--- src/rtl/ukl_pkg.sv ---
// Shared types and constants for the unordered key list table.
// No dependencies.
package ukl_pkg;

    localparam int CAPACITY_DEF = 16;
    localparam int KEY_W        = 32;
    localparam int REQ_W        = 2;
    localparam int STAT_W       = 2;
    localparam int POS_W        = 5;

    typedef enum logic [REQ_W-1:0] {
        REQ_SEARCH = 2'd0,
        REQ_INSERT = 2'd1,
        REQ_REMOVE = 2'd2
    } req_t;

    typedef enum logic [STAT_W-1:0] {
        ST_DONE      = 2'd0,
        ST_NOT_FOUND = 2'd1,
        ST_FULL      = 2'd2,
        ST_DUPLICATE = 2'd3
    } status_t;

    typedef enum logic [1:0] {
        S_IDLE,
        S_SCAN,
        S_SHIFT,
        S_DONE
    } state_t;

endpackage

--- src/rtl/ukl_mem.sv ---
// Key storage: one write port, one read port with registered read data.
// Depends on ukl_pkg.
module ukl_mem
    import ukl_pkg::*;
#(
    parameter int DEPTH = CAPACITY_DEF,
    parameter int AW    = (DEPTH > 1) ? $clog2(DEPTH) : 1
)(
    input  logic             clk,
    input  logic             wr_en,
    input  logic [AW-1:0]    wr_addr,
    input  logic [KEY_W-1:0] wr_data,
    input  logic             rd_en,
    input  logic [AW-1:0]    rd_addr,
    output logic [KEY_W-1:0] rd_data
);

    logic [KEY_W-1:0] mem [DEPTH];
    logic [KEY_W-1:0] rd_data_reg;

    always_ff @(posedge clk)
    begin
        if (wr_en)
        begin
            mem[wr_addr] <= wr_data;
        end
    end

    always_ff @(posedge clk)
    begin
        if (rd_en)
        begin
            rd_data_reg <= mem[rd_addr];
        end
    end

    assign rd_data = rd_data_reg;

endmodule

--- config.mk ---
export PLATFORM = sky130hd
export DESIGN_NAME = ukl_mem
export DESIGN_NICKNAME = d
export VERILOG_FILES = /design/src/rtl/ukl_pkg.sv /design/src/rtl/ukl_mem.sv
export SDC_FILE = /design/constraint.sdc
export NUM_CORES = 1
export LEC_CHECK = 0
export ABC_AREA = 0
export CORE_MARGIN = 2
export CORE_UTILIZATION = 65
export CTS_CLUSTER_DIAMETER = 120
export DETAILED_ROUTE_END_ITERATION = 6
export DONT_BUFFER_PORTS = 1
export PLACE_DENSITY = 0.85
export SLEW_MARGIN = 10
export SYNTH_ARGS = -nofsm -noshare
export SYNTH_HDL_FRONTEND = slang
export SYNTH_SLANG_ARGS = --single-unit
--- constraint.sdc ---
create_clock -name clk -period 8.5 [get_ports clk]
set_clock_uncertainty 0.2 [all_clocks]
set_input_delay 0.85 -clock clk [delete_from_list [all_inputs] [get_ports clk]]
set_output_delay 0.85 -clock clk [all_outputs]
set_load 0.005 [all_outputs]
# Word level (Yosys, flattened, before mapping)
# Memories as Yosys holds them, arrays and structs flattened. A register that Yosys moved wholly into a read port is not among the register bits.
# Cells that the tools add are included.
# word_totals
reg_bits	0
mem_bits_rw	512
output_inout_bits	32
word_cells	3
memories	1
# op_classes
n_mux	2
# mem_list
memory	words	width	read_ports	rd_clocked_by_memory_dff	wr	line	source
mem	16	32	1	1	1	ukl_mem.sv:18	logic [KEY_W-1:0] mem [DEPTH];
# op_table
cell	n
2-to-1 mux 1 bit	2

# Depth between registers and ports, before layout
# Gate-level depths: netlist (run 1).
# logic_depth
word_depth	2
depth_mapped	5

# Worst setup path after synthesis (run 1)
# OpenSTA, ideal clock, no wires.
# synth_path
path_kind	input -> register
startpoint	input port wr_addr[2]
endpoint	memory mem[0][0] (enable)
setup_ps	461
arrival_time_ps	3568
required_time_ps	7839
setup_slack_ps	4270
stages	2
cell_sequence	or3b_2 -> nor3_1
# synth_lines
element	line	source
start, declared	ukl_mem.sv:11	input logic [AW-1:0] wr_addr,
end, declared	ukl_mem.sv:18	
# No word-level cell before the write port.

# Final worst setup path (run 1)
# layout_path
startpoint	input port wr_addr[2]
endpoint	memory mem[10][23] (enable)
# No word-level cell before the write port.

==> results of run 1 <==
critical path, delay by kind of cell:
kind | cells | cell delay (ns)
buffers and inverters | 1 | 0.44
AND/OR/NAND/NOR | 2 | 1.16
final timing paths:
| check | end | slack (ns) | depth (start not counted) |
|---|---|---|---|
| max reg2reg | rd_data[5] | 6.64 | 3 |
| min reg2reg | rd_data[21] | 0.55 | 3 |
| min | mem[2][3] | 0.19 | 0 |
| max | mem[10][23] | 6.04 | 3 |
routing by layer:
layer	GRT usage [%]	vias up	share of wire (%)
met5	0	-	0
met4	8.81	0	2.5
met3	7.62	78	11
met2	44.2	678	51
met1	37.7	4820	35
li1	-	3628	-
synthesized netlist by cell type:
cell type and n:
buf_1 9, a22oi_1 64, or3b_2 1, buf_6 2, nand2_1 33, clkbuf_1 17
mux4_2 128, nand3b_1 2, and2_1 1, buf_4 11, nand2b_1 2, nor2_1 13
nand3_1 1, nor2b_1 2, buf_2 4, nor3_1 4, edfxtp_1 544
cell families (layout without fill, tap and decap cells):
logic type             Yosys count  after routing  share of synthesized area, %
flip-flops                     544            544                          81.0
multiplexers                   128            128                          14.3
AO/OA/AOI/OAI                   64             64                          2.38
AND/OR/NAND/NOR                 59             59                          1.25
buffers and inverters           43            101                          1.10
final cells by class:
type / instances / area [um2]
Sequential cell: 544 / 16300
Fill cell: 1553 / 8390
Multi-Input combinational cell: 251 / 3750
Clock buffer: 59 / 1310
Tap cell: 396 / 495
Clock inverter: 30 / 186
Timing Repair Buffer: 12 / 123
stage by stage:
| step | hold WS, ns | instances | instance area [um2] |
|---|---|---|---|
| after global placement | 0.528 | 1201 | 20700 |
| after floorplan | 0.510 | 838 | 20200 |
| final | 0.186 | 1292 | 22200 |
| after global routing | 0.170 | 1292 | 22200 |
| after detailed placement | 0.532 | 1201 | 20700 |
| after CTS | 0.172 | 1290 | 22100 |
power by group:
part           total, mW  internal, mW  switching, mW  leakage, nW
clock network       2.09          1.15          0.938        0.735
logic              0.162        0.0843         0.0774         1.20
registers           3.05          3.02         0.0240         4.94
==> reports/summary.txt, run 1 <==
CTS
------------------------------------------------------------------------------------
Setup bufs post-CTS                                                                0
Later-pin clock latency in the skew report                                   0.55 ns
TritonCTS buffer count                                                            49
Total number of H-tree levels                                                      2
# clock sinks                                                                    544
Clk buf depth                                                                      3
Clock transition at path regs                                                0.07 ns
Post-CTS Resized                                                                   0
Clk root buf                                                               clkbuf_16
Number of buffers inserted for hold repair after clock tree synthesis              0
TritonCTS clock tree                                                            done

GLOBAL ROUTE
------------------------------------------------------------------------------------
GRT Residual Overflow                                                              0
Antenna violations before repair                                                   0
Vias in the first global route                                                 9,647
All-Layer GR Usage                                                             27.6%
First-pass GRT wire length                                                 64,900 um
Largest net degree at the start of global routing                                129

STA
------------------------------------------------------------------------------------
Number of failing setup endpoints in the final timing report                       0
Post-layout min period                                                       2.46 ns
Worst slew pin tran                                                          1.24 ns
Highest clock rate                                                         0.406 GHz
Setup WS post-layout                                                         6.04 ns
Final-report max-slew violation count                                              0
Number of endpoints with negative hold slack in the final report                   0
Part of the cycle the worst path needs                                         29.0%
Sum of negative setup slack                                                     0 ns
Normalized max-slew margin                                                     16.8%
Unrepaired setup endpoints after global routing                                   no

WORST SETUP PATH
------------------------------------------------------------------------------------
Critical path start-end classification                                  input pin to register
CP Launch Type                                                             input pin
Arrival time reported for the critical path endpoint                         2.48 ns
Crit-path slowest cell                                                        nor2_4
Chain of cells forming the critical path                                nand3b_1, nor2_4, buf_4
Critical path peak fanout                                                         17
Source of the worst register-to-register timing path                      mem[10][5]
WP data required                                                             8.51 ns
Kind of end point of the critical path                                      register
Critical path startpoint                                                  wr_addr[2]
Max stage delay on crit path                                                 0.73 ns

PWR
------------------------------------------------------------------------------------
Leakage Power                                                                6.88 nW
Max IR drop VDD                                                             0.153 mV
Tot Pwr                                                                      5.30 mW
Power density of the placed cells                                         239 mW/mm2

DRT
------------------------------------------------------------------------------------
Post-route ant nets                                                                0
Via count                                                                      9,204
1st-iter DRT viols                                                             1,535
Remaining DRCs                                                                     0
Post-DR wirelength/cell                                                      33.9 um
Wirelength, routed                                                         43,800 um
Detailed Routing Iterations Pass 1                                                 5
Via-per-instance ratio                                                          7.12

CELLS AND AREA
------------------------------------------------------------------------------------
Final core occ                                                                 72.6%
Relative area change from synthesis to final layout                            10.0%
Layout cells sized above 1                                                     25.2%
Nets                                                                             901
Top library cells by usage in the layout, fill and taps aside           544 x edfxtp_1, 128 x mux4_2, 64 x a22oi_1, 51 x clkbuf_16, 33 x nand2_1
Leading cell type in the layout, fill and taps excluded                     edfxtp_1
Max FFs per register                                                             512
Antenna diode count                                                                0

PLACED DESIGN
------------------------------------------------------------------------------------
Final estimated routing congestion in global placement                         0.723
Quantity of I/O buffers inserted on ports                                          0
Detailed placement HPWL                                                    20,300 um
Minimum setup slack after placement                                          5.53 ns

SYNTHESIS
------------------------------------------------------------------------------------
Flip-flop and latch count after synthesis                                        544
Distinct cell type count after synthesis                                          17
Yosys warnings                                                                     0
Synthesized instance count                                                       838
Synth top area share                                                           81.0%
Sequential-to-total area share from yosys stat                                 81.0%
Syn Std Cell Area                                                         0.0202 mm2
Total nets after synthesis                                                       881
Library cell with the largest summed area after synthesis                   edfxtp_1
Mean area per synthesized cell                                              24.1 um2
Leading cell types by total area after synthesis                        edfxtp_1 81%, mux4_2 14%, a22oi_1 2.4%

FLOORPLANNING
------------------------------------------------------------------------------------
Die Area                                                                  0.0325 mm2
Die width                                                                     180 um
Initial Util                                                                   66.0%
Area of the core region                                                   0.0306 mm2
# IOs                                                                             75
Die height                                                                    180 um
Placement Rows                                                                    64

RUN
------------------------------------------------------------------------------------
Max-cap violations                                                                 0

WORST HOLD PATH
------------------------------------------------------------------------------------
Worst hold path type                                                    input pin to register
Beginning of the worst hold path                                          wr_data[3]

STATUS
------------------------------------------------------------------------------------
Outcome                                                                 finished clean

No activity file was read; power rests on OpenSTA's default activity.
==> run 2: changes to the inputs <==
--- a/config.mk
+++ b/config.mk
@@ -7,11 +7,11 @@
 export LEC_CHECK = 0
 export ABC_AREA = 0
 export CORE_MARGIN = 2
-export CORE_UTILIZATION = 65
+export CORE_UTILIZATION = 57
 export CTS_CLUSTER_DIAMETER = 120
 export DETAILED_ROUTE_END_ITERATION = 6
 export DONT_BUFFER_PORTS = 1
-export PLACE_DENSITY = 0.85
+export PLACE_DENSITY = 0.79
 export SLEW_MARGIN = 10
 export SYNTH_ARGS = -nofsm -noshare
 export SYNTH_HDL_FRONTEND = slang
==> constraint.sdc (replaced) <==
create_clock -name clk -period 1.98 [get_ports clk]
set_clock_uncertainty 0.2 [all_clocks]
set_input_delay 0.198 -clock clk [delete_from_list [all_inputs] [get_ports clk]]
set_output_delay 0.198 -clock clk [all_outputs]
set_load 0.005 [all_outputs]
==> run 2 against run 1 <==
The flow now finishes with violations (hold timing). Wire length down 1.1%. Flip-flop and latch count stayed put. Largest power group unchanged. Die area is 14% higher. Count of clock-buffer cells in the layout shrank 3. Clock power rose to 4.6 times the previous value.
==> reports/summary.txt, run 2 (same netlist as run 1, synthesis figures left out) <==
CELLS AND AREA
------------------------------------------------------------------------------------
Cell Count, Final, Fillers Out                                                 1,413   +9.4%
Relative area change from synthesis to final layout                            15.0%
Max FFs per register                                                             512   unchanged
Top library cells by usage in the layout, fill and taps aside           544 x edfxtp_1, 128 x mux4_2, 64 x a22oi_1, 52 x clkbuf_16, 35 x dlygate4sd3_1
Layout cells sized above 1                                                     27.0%   +1.8 points
Nets                                                                             959   +6.4%
Leading cell type in the layout, fill and taps excluded                     edfxtp_1

DRT
------------------------------------------------------------------------------------
Wirelength, routed                                                         43,300 um   -1.1%
Via-per-instance ratio                                                          6.52   -8.5%
Detailed Routing Iterations Pass 1                                                 6   +1
Via count                                                                      9,206   +0.022%
Remaining DRCs                                                                     0   unchanged
Post-route ant nets                                                                0   unchanged
Post-DR wirelength/cell                                                      30.6 um   -9.6%
1st-iter DRT viols                                                             1,046   -32%

WORST SETUP PATH
------------------------------------------------------------------------------------
Critical path start-end classification                                  register to register
Max stage delay on crit path                                                 0.53 ns   -0.20 ns
CP Launch Type                                                              register
Reg2reg setup slack                                                          0.29 ns   -6.35 ns
R2R depth                                                                          3   unchanged
Kind of end point of the critical path                                      register
Family with the most delay on the worst path                            multiplexers
Critical path peak fanout                                                          1   -16
CP bufs+invs                                                                       0   -1
Source of the worst register-to-register timing path                     mem[11][25]
Arrival time reported for the critical path endpoint                         1.81 ns   -0.67 ns
Worst reg2reg endpoint                                                   rd_data[25]
WP data required                                                             2.09 ns   -6.42 ns
Chain of cells forming the critical path                                mux4_2, a22oi_1, nand2_1
Crit-path slowest cell                                                        mux4_2

FLOORPLANNING
------------------------------------------------------------------------------------
Initial Util                                                                   58.1%   -7.8 points
Die Area                                                                  0.0369 mm2   +14%
Die width                                                                     192 um   +6.6%
Placement Rows                                                                    68   +6.3%
Area of the core region                                                   0.0347 mm2   +13%
Die height                                                                    192 um   +6.6%
# IOs                                                                             75   unchanged

GLOBAL ROUTE
------------------------------------------------------------------------------------
Antenna violations before repair                                                   1   +1
All-Layer GR Usage                                                             24.4%   -3.2 points
First-pass GRT wire length                                                 63,500 um   -2.2%
GRT Residual Overflow                                                              0   unchanged
Vias in the first global route                                                 9,664   +0.18%
Largest net degree at the start of global routing                                129   unchanged

PLACED DESIGN
------------------------------------------------------------------------------------
Placed Instances                                                               1,282   +6.7%
Final estimated routing congestion in global placement                         0.737   +1.9%
Quantity of I/O buffers inserted on ports                                          0   unchanged
Minimum setup slack after placement                                         0.170 ns   -5.36 ns
Detailed placement HPWL                                                    22,200 um   +9.7%

CTS
------------------------------------------------------------------------------------
# clock sinks                                                                    544   unchanged
Clk buf depth                                                                      3   unchanged
Clk root buf                                                               clkbuf_16
Setup bufs post-CTS                                                                0   unchanged
TritonCTS buffer count                                                            51   +4.1%
Later-pin clock latency in the skew report                                   0.58 ns   +0.03 ns
Number of buffers inserted for hold repair after clock tree synthesis             36   +36
TritonCTS clock tree                                                            done
Clock transition at path regs                                                0.07 ns   about the same
Total number of H-tree levels                                                      2   unchanged

WORST HOLD PATH
------------------------------------------------------------------------------------
Destination of the worst hold path                                        rd_data[0]
Hold path cells                                                                    3   +3
Beginning of the worst hold path                                          rd_addr[1]
Worst hold path type                                                    input pin to register

PWR
------------------------------------------------------------------------------------
Max IR drop VDD                                                             0.728 mV   +380%
Leakage Power                                                                7.29 nW   +5.9%
Power density of the placed cells                                        1020 mW/mm2   +330%

STA
------------------------------------------------------------------------------------
Number of endpoints with negative hold slack in the final report                  31   +31
Normalized max-slew margin                                                     27.6%   +11 points
Unrepaired setup endpoints after global routing                                   no
Highest clock rate                                                         0.590 GHz
Number of failing setup endpoints in the final timing report                       0   unchanged
Post-layout min period                                                       1.69 ns
Part of the cycle the worst path needs                                         85.6%
Worst hold-check slack                                                     -0.168 ns   -0.354 ns
Final-report max-slew violation count                                              0   unchanged
Worst slew pin tran                                                          1.08 ns   -0.161 ns
Setup WS post-layout                                                        0.285 ns   -5.75 ns

RUN
------------------------------------------------------------------------------------
Max-cap violations                                                                 0   unchanged

STATUS
------------------------------------------------------------------------------------
Violated checks                                                          hold timing
Outcome                                                                 finished with violations

-- run 2: final cells by class --
| cell class | instances | area (um2) |
|---|---|---|
| antenna | 2 | 5.00 |
| clock buffer | 56 | 1320 |
| clock inverter | 37 | 343 |
| fill | 2056 | 11500 |
| multi-input combinational | 251 | 3780 |
| sequential | 544 | 16300 |
| tap | 455 | 569 |
| timing repair buffer | 68 | 848 |
-- run 2: per-layer routing --
metal  track usage, %  wire, um
met1             33.6     16200
met2             40.6     22000
met3             4.88      4170
met4             6.43       964
met5                0         0
-- run 2: worst min-delay path, delay by kind of cell --
kind | cells | cell delay (ns)
muxes | 1 | 0.17
and+or+nand+nor | 1 | 0.06
AOI/OAI and AO/OA | 1 | 0.07
-- run 2: repair_timing --
action / in CTS / in global routing
endpoints found under the setup margin: 0 / 0
endpoints found under the hold margin: 704 / 32
gates resized for setup: 0 / 0
-- run 2: worst max-delay path by stage --
stage                     cells after the start           to         from
final                                         3  rd_data[25]  mem[11][25]
after global placement                        3  rd_data[31]   rd_addr[3]
after floorplan                               2   mem[10][0]   wr_addr[2]
after global routing                          3   rd_data[3]    mem[3][3]
after CTS                                     3   rd_data[3]    mem[3][3]
after detailed placement                      3   rd_data[1]   rd_addr[3]
-- run 2: report_power, final --
group          leakage, nW  switching (mW)  internal [mW]
Combinational         1.52           0.492          0.440
Clock                0.818            4.07           5.57
Sequential            4.94           0.109           13.0
Total                 7.29            4.67           19.0
-- run 2: stage by stage --
stage / setup TNS, ns / utilization [%] / total power [mW] / instance area (um2)
floorplan: -158.08 / - / 13.9 / 20200
global placement: 0 / 61.0 / 14.0 / 21200
detailed placement: 0 / 61.0 / 14.0 / 21200
CTS: 0 / 66.8 / 23.8 / 23200
global route: 0 / 66.8 / 24.3 / 23200
finish: 0 / 66.8 / 23.7 / 23200
==> run 3: changes to the inputs <==
--- a/config.mk
+++ b/config.mk
@@ -6,12 +6,14 @@
 export NUM_CORES = 1
 export LEC_CHECK = 0
 export ABC_AREA = 0
+export CORE_ASPECT_RATIO = 2
 export CORE_MARGIN = 2
 export CORE_UTILIZATION = 57
 export CTS_CLUSTER_DIAMETER = 120
 export DETAILED_ROUTE_END_ITERATION = 6
 export DONT_BUFFER_PORTS = 1
 export PLACE_DENSITY = 0.79
+export RECOVER_POWER = 25
 export SLEW_MARGIN = 10
 export SYNTH_ARGS = -nofsm -noshare
 export SYNTH_HDL_FRONTEND = slang
==> run 3 against run 2 <==
The flow still finishes with violations (hold timing). Worst setup slack lost 0.20 ns. Wire length rose by 0.31%. Count of clock-buffer cells in the layout down 7. Sequential power barely moved.
==> reports/summary.txt, run 3 (same netlist as run 1, synthesis figures left out) <==
STATUS
------------------------------------------------------------------------------------
Outcome                                                                 finished with violations
Violated checks                                                          hold timing

GLOBAL ROUTE
------------------------------------------------------------------------------------
All-Layer GR Usage                                                             24.5%   +0.15 points
GRT Residual Overflow                                                              0   unchanged
First-pass GRT wire length                                                 64,100 um   +1.0%
Antenna violations before repair                                                   0   -1
Vias in the first global route                                                 9,745   +0.84%
Largest net degree at the start of global routing                                129   unchanged

STA
------------------------------------------------------------------------------------
Part of the cycle the worst path needs                                         95.8%   +10 points
Worst hold-check slack                                                     -0.184 ns   -0.0164 ns
Final-report max-slew violation count                                              0   unchanged
Worst slew pin tran                                                          1.16 ns   +0.0797 ns
Unrepaired setup endpoints after global routing                                   no
Post-layout min period                                                       1.90 ns   +0.203 ns
Number of failing setup endpoints in the final timing report                       0   unchanged
Normalized max-slew margin                                                     22.3%   -5.3 points
Highest clock rate                                                         0.527 GHz   -11%
Number of endpoints with negative hold slack in the final report                  32   +3.2%

WORST SETUP PATH
------------------------------------------------------------------------------------
Reg2reg setup slack                                                          0.23 ns   -0.06 ns
Crit-path slowest cell                                                  dlygate4sd3_1
CP Launch Type                                                             input pin
Critical path peak fanout                                                         32   +31
Critical path start-end classification                                  input pin to register
WP data required                                                             2.02 ns   -0.07 ns
Kind of end point of the critical path                                      register
Arrival time reported for the critical path endpoint                         1.94 ns   +0.13 ns
Max stage delay on crit path                                                 0.69 ns   +0.16 ns
Most common cell on crit path                                           dlygate4sd3_1
Source of the worst register-to-register timing path                      mem[7][14]
Worst reg2reg endpoint                                                   rd_data[14]
R2R depth                                                                          3   unchanged
Chain of cells forming the critical path                                dlygate4sd3_1, nor3_4, dlygate4sd3_1, buf_12

WORST HOLD PATH
------------------------------------------------------------------------------------
Destination of the worst hold path                                       rd_data[10]
Beginning of the worst hold path                                          rd_addr[1]
Worst hold path type                                                    input pin to register
Hold path cells                                                                    3   unchanged

CTS
------------------------------------------------------------------------------------
# clock sinks                                                                    544   unchanged
Total number of H-tree levels                                                      2   unchanged
Clock transition at path regs                                                0.07 ns   about the same
Clk root buf                                                               clkbuf_16
Later-pin clock latency in the skew report                                   0.57 ns   about the same
Post-CTS Resized                                                                   0   unchanged
Number of buffers inserted for hold repair after clock tree synthesis             37   +2.8%
Clk buf depth                                                                      3   unchanged
TritonCTS buffer count                                                            43   -16%
TritonCTS clock tree                                                            done
Setup bufs post-CTS                                                                0   unchanged

DRT
------------------------------------------------------------------------------------
Post-DR wirelength/cell                                                      31.6 um   +3.0%
Post-route ant nets                                                                0   unchanged
Detailed Routing Iterations Pass 1                                                 5   -1
Via-per-instance ratio                                                          6.60   +1.3%
Remaining DRCs                                                                     0   unchanged
1st-iter DRT viols                                                             1,106   +5.7%
Wirelength, routed                                                         43,400 um   +0.31%
Via count                                                                      9,085   -1.3%

FLOORPLANNING
------------------------------------------------------------------------------------
Die height                                                                    270 um   +41%
# IOs                                                                             75   unchanged
Die width                                                                     137 um   -29%
Area of the core region                                                   0.0350 mm2   +0.69%
Die Area                                                                  0.0370 mm2   +0.25%
Placement Rows                                                                    97   +43%
Initial Util                                                                   57.7%   -0.40 points

PWR
------------------------------------------------------------------------------------
Leakage Power                                                                7.10 nW   -2.5%
Power density of the placed cells                                        1010 mW/mm2   -0.92%
Tot Pwr                                                                      23.1 mW   -2.5%
Max IR drop VDD                                                             0.702 mV   -3.5%

CELLS AND AREA
------------------------------------------------------------------------------------
Final core occ                                                                 65.3%   -1.5 points
Top library cells by usage in the layout, fill and taps aside           544 x edfxtp_1, 128 x mux4_2, 64 x a22oi_1, 43 x clkbuf_16, 36 x dlygate4sd3_1
Max FFs per register                                                             512   unchanged
Leading cell type in the layout, fill and taps excluded                     edfxtp_1
Nets                                                                             939   -2.1%
Cell Count, Final, Fillers Out                                                 1,376   -2.6%
Layout cells sized above 1                                                     25.3%   -1.6 points
Relative area change from synthesis to final layout                            13.2%
Antenna diode count                                                                0   -2

PLACED DESIGN
------------------------------------------------------------------------------------
Quantity of I/O buffers inserted on ports                                          0   unchanged
Final estimated routing congestion in global placement                         0.725   -1.7%
Placed Instances                                                               1,259   -1.8%
Detailed placement HPWL                                                    20,500 um   -7.9%

RUN
------------------------------------------------------------------------------------
Max-cap violations                                                                 0   unchanged

run 3: how the worst max path moves through the flow:
stage                     from           to  slack, ns
floorplan           wr_addr[2]   mem[10][0]      -0.45
global placement    rd_addr[2]   rd_data[8]       0.20
detailed placement  rd_addr[3]  rd_data[24]       0.11
CTS                 wr_addr[0]    mem[0][9]        0.1
global route        wr_addr[0]    mem[0][9]       0.05
finish              wr_addr[0]    mem[0][9]       0.08
run 3: layout make-up:
type | instances | area (um2)
Clock buffer | 49 | 1100
Clock inverter | 31 | 393
Fill cell | 2170 | 12100
Multi-Input combinational cell | 251 | 3770
Sequential cell | 544 | 16300
Tap cell | 445 | 557
Timing Repair Buffer | 56 | 686
run 3: critical path, delay by kind of cell:
| kind | cells | cell delay [ns] |
|---|---|---|
| simple gates | 1 | 0.15 |
| buf+inv | 3 | 1.58 |
run 3: power by group:
| group | internal (mW) | switching (mW) | leakage, nW |
|---|---|---|---|
| clock network | 5.11 | 3.98 | 0.718 |
| registers | 13.0 | 0.108 | 4.94 |
| logic | 0.429 | 0.489 | 1.44 |
run 3: metal layers:
layer / share of wire (%) / up-vias / global-route usage [%]
li1: - / 3708 / -
met1: 34 / 4811 / 30.7
met2: 56 / 471 / 42.8
met3: 6.8 / 95 / 4.09
met4: 3.2 / 0 / 9.12
met5: 0 / - / 0
run 3: per-stage QoR:
step / setup TNS [ns] / instance area [um2] / setup slack (ns)
2_1_floorplan: -158.08 / 20200 / -0.446
3_3_place_gp: 0 / 21000 / 0.201
3_5_place_dp: 0 / 21000 / 0.110
4_1_cts: 0 / 22900 / 0.0955
5_1_grt: 0 / 22800 / 0.0539
6_report: 0 / 22800 / 0.0822
